--- src/rtl/sbmq_pkg.sv ---
`timescale 1ns / 1ps

package sbmq_pkg;

  localparam int DATA_W = 32;
  localparam int QID_W  = 2;
  localparam int ST_W   = 2;

  localparam logic KIND_PUSH = 1'b0;
  localparam logic KIND_POP  = 1'b1;

  localparam logic [ST_W-1:0] ST_OK    = 2'd0;
  localparam logic [ST_W-1:0] ST_FULL  = 2'd1;
  localparam logic [ST_W-1:0] ST_EMPTY = 2'd2;

endpackage

--- src/rtl/shared_buffer_multi_queue.sv ---
`timescale 1ns / 1ps

// Several FIFO queues sharing one slot store. Each beat is a push (value onto
// queue) or a pop (oldest value of queue); each returns one result: ok, full or
// empty, with the popped word on an ok pop and zero otherwise. The block takes
// one beat per cycle with no bubbles while results are taken, and out_valid for
// a result rises after its beat passes the decision register and then the
// output register; a held result stalls the input once both are occupied. Each
// operation makes at most one read of the link store, whose registered read
// data is folded into the free-list and queue-head successor registers on the
// following cycle; that single link read port is what lets the next beat
// follow at once. Slots are handed out from the recycled list first and from a
// fresh-slot counter when that list is empty, so no clearing pass is needed
// after reset.
module shared_buffer_multi_queue #(
  parameter int SLOTS  = 16,
  parameter int QUEUES = 4
) (
  input  logic                              clk,
  input  logic                              rst_n,
  input  logic                              in_valid,
  output logic                              in_ready,
  input  logic                              in_kind,
  input  logic [sbmq_pkg::QID_W-1:0]        in_queue_id,
  input  logic signed [sbmq_pkg::DATA_W-1:0] in_value,
  output logic                              out_valid,
  input  logic                              out_ready,
  output logic [sbmq_pkg::ST_W-1:0]         out_status,
  output logic signed [sbmq_pkg::DATA_W-1:0] out_pop_data
);

  import sbmq_pkg::*;

  localparam int PW  = $clog2(SLOTS);
  localparam int CW  = $clog2(SLOTS + 1);
  localparam int QIW = (QUEUES > 1) ? $clog2(QUEUES) : 1;

  // queue state
  logic [PW-1:0] head_r [QUEUES];
  logic [PW-1:0] head_nxt [QUEUES];
  logic [PW-1:0] tail_r [QUEUES];
  logic [PW-1:0] tail_nxt [QUEUES];
  logic [PW-1:0] hn_r [QUEUES];
  logic [PW-1:0] hn_nxt [QUEUES];
  logic [PW-1:0] hn_eff [QUEUES];
  logic [QUEUES-1:0] qv_r, qv_nxt;

  // free space: fresh slots from bump upward, recycled slots on a linked list
  logic [CW-1:0] bump_r, bump_nxt;
  logic [CW-1:0] rc_r, rc_nxt;
  logic [PW-1:0] fh_r, fh_nxt;
  logic [PW-1:0] fhn_r, fhn_nxt, fhn_eff;

  // pending link read targets
  logic           pend_f_r, pend_f_nxt;
  logic           pend_q_r, pend_q_nxt;
  logic [QIW-1:0] pq_r, pq_nxt;

  // store ports
  logic          link_we, link_re;
  logic [PW-1:0] link_waddr, link_wdata, link_raddr, link_rd;
  logic          data_we, data_re;
  logic [PW-1:0] data_waddr, data_raddr;
  logic [DATA_W-1:0] data_rd;

  // pipeline
  logic            s1_v_r, s1_pop_r;
  logic [ST_W-1:0] s1_status_r;
  logic            o_v_r;
  logic [ST_W-1:0] o_status_r;
  logic signed [DATA_W-1:0] o_data_r;

  logic            in_fire, s1_adv;
  logic            q_ok, push_ok, pop_ok;
  logic [QIW-1:0]  qi;
  logic [PW-1:0]   slot_s;
  logic [ST_W-1:0] status_c;

  assign s1_adv   = s1_v_r && (!o_v_r || out_ready);
  assign in_ready = !s1_v_r || s1_adv;
  assign in_fire  = in_valid && in_ready;

  assign qi      = QIW'(in_queue_id);
  assign q_ok    = (32'(in_queue_id) < QUEUES);
  assign push_ok = (in_kind == KIND_PUSH) && q_ok && ((rc_r != '0) || (bump_r != CW'(SLOTS)));
  assign pop_ok  = (in_kind == KIND_POP) && q_ok && qv_r[qi];

  // fold last cycle's link read into the successor registers
  assign fhn_eff = pend_f_r ? link_rd : fhn_r;

  always_comb begin
    for (int i = 0; i < QUEUES; i++) begin
      hn_eff[i] = (pend_q_r && (pq_r == QIW'(i))) ? link_rd : hn_r[i];
    end
  end

  always_comb begin
    head_nxt   = head_r;
    tail_nxt   = tail_r;
    hn_nxt     = hn_eff;
    qv_nxt     = qv_r;
    bump_nxt   = bump_r;
    rc_nxt     = rc_r;
    fh_nxt     = fh_r;
    fhn_nxt    = fhn_eff;
    pend_f_nxt = 1'b0;
    pend_q_nxt = 1'b0;
    pq_nxt     = pq_r;
    link_we    = 1'b0;
    link_waddr = '0;
    link_wdata = '0;
    link_re    = 1'b0;
    link_raddr = '0;
    data_we    = 1'b0;
    data_waddr = '0;
    data_re    = 1'b0;
    data_raddr = '0;
    slot_s     = '0;
    status_c   = (in_kind == KIND_PUSH) ? ST_FULL : ST_EMPTY;
    if (in_fire && push_ok) begin
      status_c = ST_OK;
      if (rc_r != '0) begin
        slot_s     = fh_r;
        fh_nxt     = fhn_eff;
        rc_nxt     = rc_r - CW'(1);
        link_re    = 1'b1;
        link_raddr = fhn_eff;
        pend_f_nxt = 1'b1;
      end else begin
        slot_s   = bump_r[PW-1:0];
        bump_nxt = bump_r + CW'(1);
      end
      if (qv_r[qi]) begin
        link_we    = 1'b1;
        link_waddr = tail_r[qi];
        link_wdata = slot_s;
        if (head_r[qi] == tail_r[qi]) begin
          hn_nxt[qi] = slot_s;
        end
      end else begin
        head_nxt[qi] = slot_s;
        qv_nxt[qi]   = 1'b1;
      end
      tail_nxt[qi] = slot_s;
      data_we      = 1'b1;
      data_waddr   = slot_s;
    end else if (in_fire && pop_ok) begin
      status_c   = ST_OK;
      slot_s     = head_r[qi];
      data_re    = 1'b1;
      data_raddr = slot_s;
      // recycled slot goes to the front of the free list
      link_we    = 1'b1;
      link_waddr = slot_s;
      link_wdata = fh_r;
      fh_nxt     = slot_s;
      fhn_nxt    = fh_r;
      rc_nxt     = rc_r + CW'(1);
      if (head_r[qi] == tail_r[qi]) begin
        qv_nxt[qi] = 1'b0;
      end else begin
        head_nxt[qi] = hn_eff[qi];
        link_re      = 1'b1;
        link_raddr   = hn_eff[qi];
        pend_q_nxt   = 1'b1;
        pq_nxt       = qi;
      end
    end
  end

  always_ff @(posedge clk) begin
    if (!rst_n) begin
      qv_r     <= '0;
      bump_r   <= '0;
      rc_r     <= '0;
      pend_f_r <= 1'b0;
      pend_q_r <= 1'b0;
    end else begin
      qv_r     <= qv_nxt;
      bump_r   <= bump_nxt;
      rc_r     <= rc_nxt;
      pend_f_r <= pend_f_nxt;
      pend_q_r <= pend_q_nxt;
    end
  end

  always_ff @(posedge clk) begin
    head_r <= head_nxt;
    tail_r <= tail_nxt;
    hn_r   <= hn_nxt;
    fh_r   <= fh_nxt;
    fhn_r  <= fhn_nxt;
    pq_r   <= pq_nxt;
  end

  sbmq_ram #(
    .W     (PW),
    .DEPTH (SLOTS)
  ) u_link (
    .clk   (clk),
    .we    (link_we),
    .waddr (link_waddr),
    .wdata (link_wdata),
    .re    (link_re),
    .raddr (link_raddr),
    .rdata (link_rd)
  );

  sbmq_ram #(
    .W     (DATA_W),
    .DEPTH (SLOTS)
  ) u_data (
    .clk   (clk),
    .we    (data_we),
    .waddr (data_waddr),
    .wdata (in_value),
    .re    (data_re),
    .raddr (data_raddr),
    .rdata (data_rd)
  );

  // result pipeline: decision stage, then output register
  always_ff @(posedge clk) begin
    if (!rst_n) begin
      s1_v_r <= 1'b0;
      o_v_r  <= 1'b0;
    end else begin
      if (in_ready) begin
        s1_v_r <= in_fire;
      end
      if (!o_v_r || out_ready) begin
        o_v_r <= s1_v_r;
      end
    end
  end

  always_ff @(posedge clk) begin
    if (in_fire) begin
      s1_status_r <= status_c;
      s1_pop_r    <= pop_ok;
    end
    if (s1_adv) begin
      o_status_r <= s1_status_r;
      o_data_r   <= s1_pop_r ? data_rd : '0;
    end
  end

  assign out_valid    = o_v_r;
  assign out_status   = o_status_r;
  assign out_pop_data = o_data_r;

  a_recycled_bound: assert property (@(posedge clk) disable iff (!rst_n)
    rc_r <= bump_r)
    else $error("recycled count exceeds allocated slots");

  a_one_pending: assert property (@(posedge clk) disable iff (!rst_n)
    !(pend_f_r && pend_q_r))
    else $error("two link reads in flight");

  a_refused_holds: assert property (@(posedge clk) disable iff (!rst_n)
    in_fire && !push_ok && !pop_ok |=> $stable(rc_r) && $stable(bump_r) && $stable(qv_r))
    else $error("refused beat changed queue state");

  a_refused_zero: assert property (@(posedge clk) disable iff (!rst_n)
    out_valid && (out_status != ST_OK) |-> (out_pop_data == '0))
    else $error("refused result carries data");

endmodule

--- src/rtl/sbmq_ram.sv ---
`timescale 1ns / 1ps

module sbmq_ram #(
  parameter int W     = 32,
  parameter int DEPTH = 16
) (
  input  logic                     clk,
  input  logic                     we,
  input  logic [$clog2(DEPTH)-1:0] waddr,
  input  logic [W-1:0]             wdata,
  input  logic                     re,
  input  logic [$clog2(DEPTH)-1:0] raddr,
  output logic [W-1:0]             rdata
);

  logic [W-1:0] mem [DEPTH];
  logic [W-1:0] rdata_r;

  always_ff @(posedge clk) begin
    if (we) begin
      mem[waddr] <= wdata;
    end
  end

  // read data holds until the next read
  always_ff @(posedge clk) begin
    if (re) begin
      rdata_r <= mem[raddr];
    end
  end

  assign rdata = rdata_r;

endmodule
--- config.mk ---
export PLATFORM = sky130hd
export DESIGN_NAME = shared_buffer_multi_queue
export DESIGN_NICKNAME = d
export VERILOG_FILES = /design/src/rtl/sbmq_pkg.sv /design/src/rtl/shared_buffer_multi_queue.sv /design/src/rtl/sbmq_ram.sv
export SDC_FILE = /design/constraint.sdc
export NUM_CORES = 1
export LEC_CHECK = 0
export BUFFER_PORTS_ARGS = -buffer_cell sky130_fd_sc_hd__buf_4
export CORE_UTILIZATION = 45
export DETAILED_ROUTE_END_ITERATION = 7
export MAX_ROUTING_LAYER = met4
export PLACE_DENSITY = 0.72
export SLEW_MARGIN = 30
export SYNTH_ARGS = -nofsm -noshare
export SYNTH_HDL_FRONTEND = slang
export SYNTH_SLANG_ARGS = --single-unit
--- constraint.sdc ---
create_clock -name clk -period 5.55 [get_ports clk]
set_clock_uncertainty 0.1 [all_clocks]
set_input_delay 1.3875 -clock clk [delete_from_list [all_inputs] [get_ports clk]]
set_output_delay 1.3875 -clock clk [all_outputs]
set_load 0.01 [all_outputs]
==> flow_metrics.tcl <==
set metrics [dict create \
    status "completed" \
    die-area_mm2 0.0659 \
    reg2reg_from "pq_r[0]" \
    num-fill-cells 5133 \
    firstDrtPassIters 5 \
    gp_congestion 0.891 \
    tightest_slew_ps 1010 \
    synthMuxAreaShare_pct 10.2 \
    grt_max_degree 133 \
    netlist_instances 1937 \
    area_delta_synth_final_pct 14.2 \
    ys.flop_type "edfxtp_1" \
    fp.dieH_um 257 \
    cts_setup_buffers 0 \
    cp-end-kind "flip-flop" \
    hold_viol 0 \
    period_share_pct 82.5 \
    path_class "primary input to flip-flop" \
    via_per_inst 5.59 \
    drt_iter0_markers 1609 \
    finalSetupViolCount 0 \
    synth_seq_cells 725 \
    finish.utilization_pct 51.9 \
    core_area_mm2 0.0642 \
    max_cap_violations 0 \
    ir_drop_mv 0.242 \
    cp.required_ps 5790 \
    synth_warnings 0 \
    drcViolationCount 0 \
    start_kind "primary input" \
    cts_tree "built" \
    startpoint "in_queue_id[0]" \
    layout.cells.non_filler 2939 \
    final_common_cell "edfxtp_1" \
    place_inst 2803 \
    synthSimpleGateAreaFrac_pct 9.65 \
    wire_per_inst_um 22.1 \
    io_pins 75 \
    seq_area_frac_synth_pct 73.3 \
    rsz0062_at_grt "no" \
    syn_avg_cell_area_um2 15.1 \
    clockBufferDepth 3 \
    holdWs_ps 325 \
    grt_overflow 0 \
    cts_root_buf "clkbuf_16" \
    timing.fmax_mhz 219 \
    pwr-share-clk_pct 41.6 \
    wl_mm 64.9 \
    clk_latency_ps 610 \
    fin_setup_tns_ps 0 \
    synthXorXnorAreaFrac_pct 0.450 \
    track_usage_pct 20.4 \
    hold_path.class "flip-flop to flip-flop" \
    p_total_mw 11.4 \
    grt_first_pass_wirelength_mm 99.0 \
    syn_area_mm2 0.0292 \
    comb_power_share_pct 4.7 \
    synth-adder-area-share_pct 0.171 \
    fin_crit_ps 4580 \
    synth_cell_type_count 52 \
    worstHoldStart "s1_status_r[0]" \
    fin_nets 2066 \
    port_buffers 74 \
    fp-row-count 93 \
    cts_resized 0 \
    slew_violations 0 \
    async_reset_ff_share_pct 0 \
    synth-compound-area-share_pct 4.42 \
    power.density_mw_per_mm2 341 \
    final_cell_mix "edfxtp_1, nand2_1, mux2i_1, buf_4, o21ai_0" \
    swShare_pct 20.7 \
    hold_buffers 0 \
    p_seq_share_pct 53.7 \
    path_max_fanout 19 \
    grt_antenna_before_repair 6 \
    grt_pass1_vias 16600 \
    start_util_pct 45.4 \
    slew_headroom_pct 32.9 \
    drive_gt1_share_pct 18.1 \
    cts.sinks 725 \
    die_w_um 257 \
    syn-num-nets 1980 \
    path_clk_slew_ps 60 \
    vias 16400 \
    seqCellArea_mm2 0.0214 \
    p_leak_nw 11.3 \
    htreeDepth 3 \
    cts_inserted_buffers 73 \
    switching_power_mw 2.35 \
    worstPathArrival_ps 4820 \
    multi_input_area_mm2 0.00741 \
    intPower_mw 9.02 \
    synth_edf_count 687 \
    drtAntennaViolNets 0 \
    dp_hpwl_mm 36.7 \
    synth_top_family_by_area "multiplexers" \
]
-- power groups by stage --
stage	Combinational, mW	Clock [mW]	Sequential [mW]
after detailed placement	0.534	0	6.21
after floorplan	0.316	0	6.22
final	0.535	4.73	6.10
after global routing	0.582	5.01	6.10
after global placement	0.515	0	6.21
after CTS	0.536	4.82	6.10
-- synthesized netlist by cell type (9+ instances only) --
| cell | n | share of area (%) |
|---|---|---|
| mux2_2 | 69 | 2.7 |
| nand2_1 | 310 | 4.0 |
| nand3_1 | 67 | 1.1 |
| and3_1 | 67 | 1.4 |
| dfxtp_1 | 38 | 2.6 |
| a21oi_1 | 23 | 0.39 |
| a211oi_1 | 9 | 0.23 |
| and2_1 | 43 | 0.92 |
| buf_1 | 15 | 0.19 |
| mux2i_1 | 119 | 4.1 |
| a31oi_1 | 66 | 1.4 |
| buf_2 | 16 | 0.27 |
| nor2_1 | 75 | 0.96 |
| a311oi_1 | 9 | 0.27 |
| o21ai_0 | 85 | 1.5 |
| or3_1 | 9 | 0.19 |
| mux4_2 | 43 | 3.3 |
| edfxtp_1 | 687 | 71 |
| clkbuf_1 | 82 | 1.1 |
| inv_1 | 12 | 0.15 |
-- per-layer routing --
layer	GRT usage [%]	part of all wire, %	vias to the layer above
met2	32.6	49	565
met4	7.74	2.9	0
met3	3.44	6.6	112
li1	-	-	7481
met1	26.1	41	8275
met5	-	0	-
-- registers in the layout (all words and copies together), names as in the netlist, 4 cells and up, named ones only --
register	count
rc_r	5
out_pop_data	32
fhn_r	4
u_data.rdata	32
u_link.mem	64
head_r	16
tail_r	16
u_data.mem	512
hn_r	16
bump_r	5
u_link.rdata	4
fh_r	4
-- through the flow --
step / cell area [um2] / setup slack (ps)
4_1_cts: 33300 / 997
6_report: 33300 / 974
2_1_floorplan: 29200 / -493
5_1_grt: 33300 / 772
3_3_place_gp: 31000 / 467
3_5_place_dp: 31000 / 348
-- logic make-up after synthesis --
family / count (synthesis)
flops: 725
simple gates: 615
mux: 234
compound gates: 211
buf+inv: 133
xor+xnor: 15
fa+ha+maj: 4
-- worst max-delay path, cell delays in order --
cell and delay, ps:
buf_4 220, mux4_4 710, xor2_1 350, o41ai_4 160
o32ai_4 750, buf_4 360, mux2i_1 220, mux2_2 170
o22ai_1 80, or3_1 390
-- worst paths after layout --
kind	cells after the start	to	slack (ps)
setup / recovery	10	u_link.rdata[3]	970
hold / removal	0	out_status[0]	330
setup reg to reg	9	u_link.rdata[3]	1500
hold reg to reg	0	out_status[0]	330
-- cell type report --
class                   count  share of cell area [%]
flip-flops and latches    725                    64.2
multi-input cells        1079                    22.2
clock buffers              95                    6.04
repair buffers            128                    3.28
well taps                 855                    3.21
clock inverters            35                   0.822
inverters                  16                   0.188
diodes                      6                  0.0450
Power figures use the tool's default switching activity.
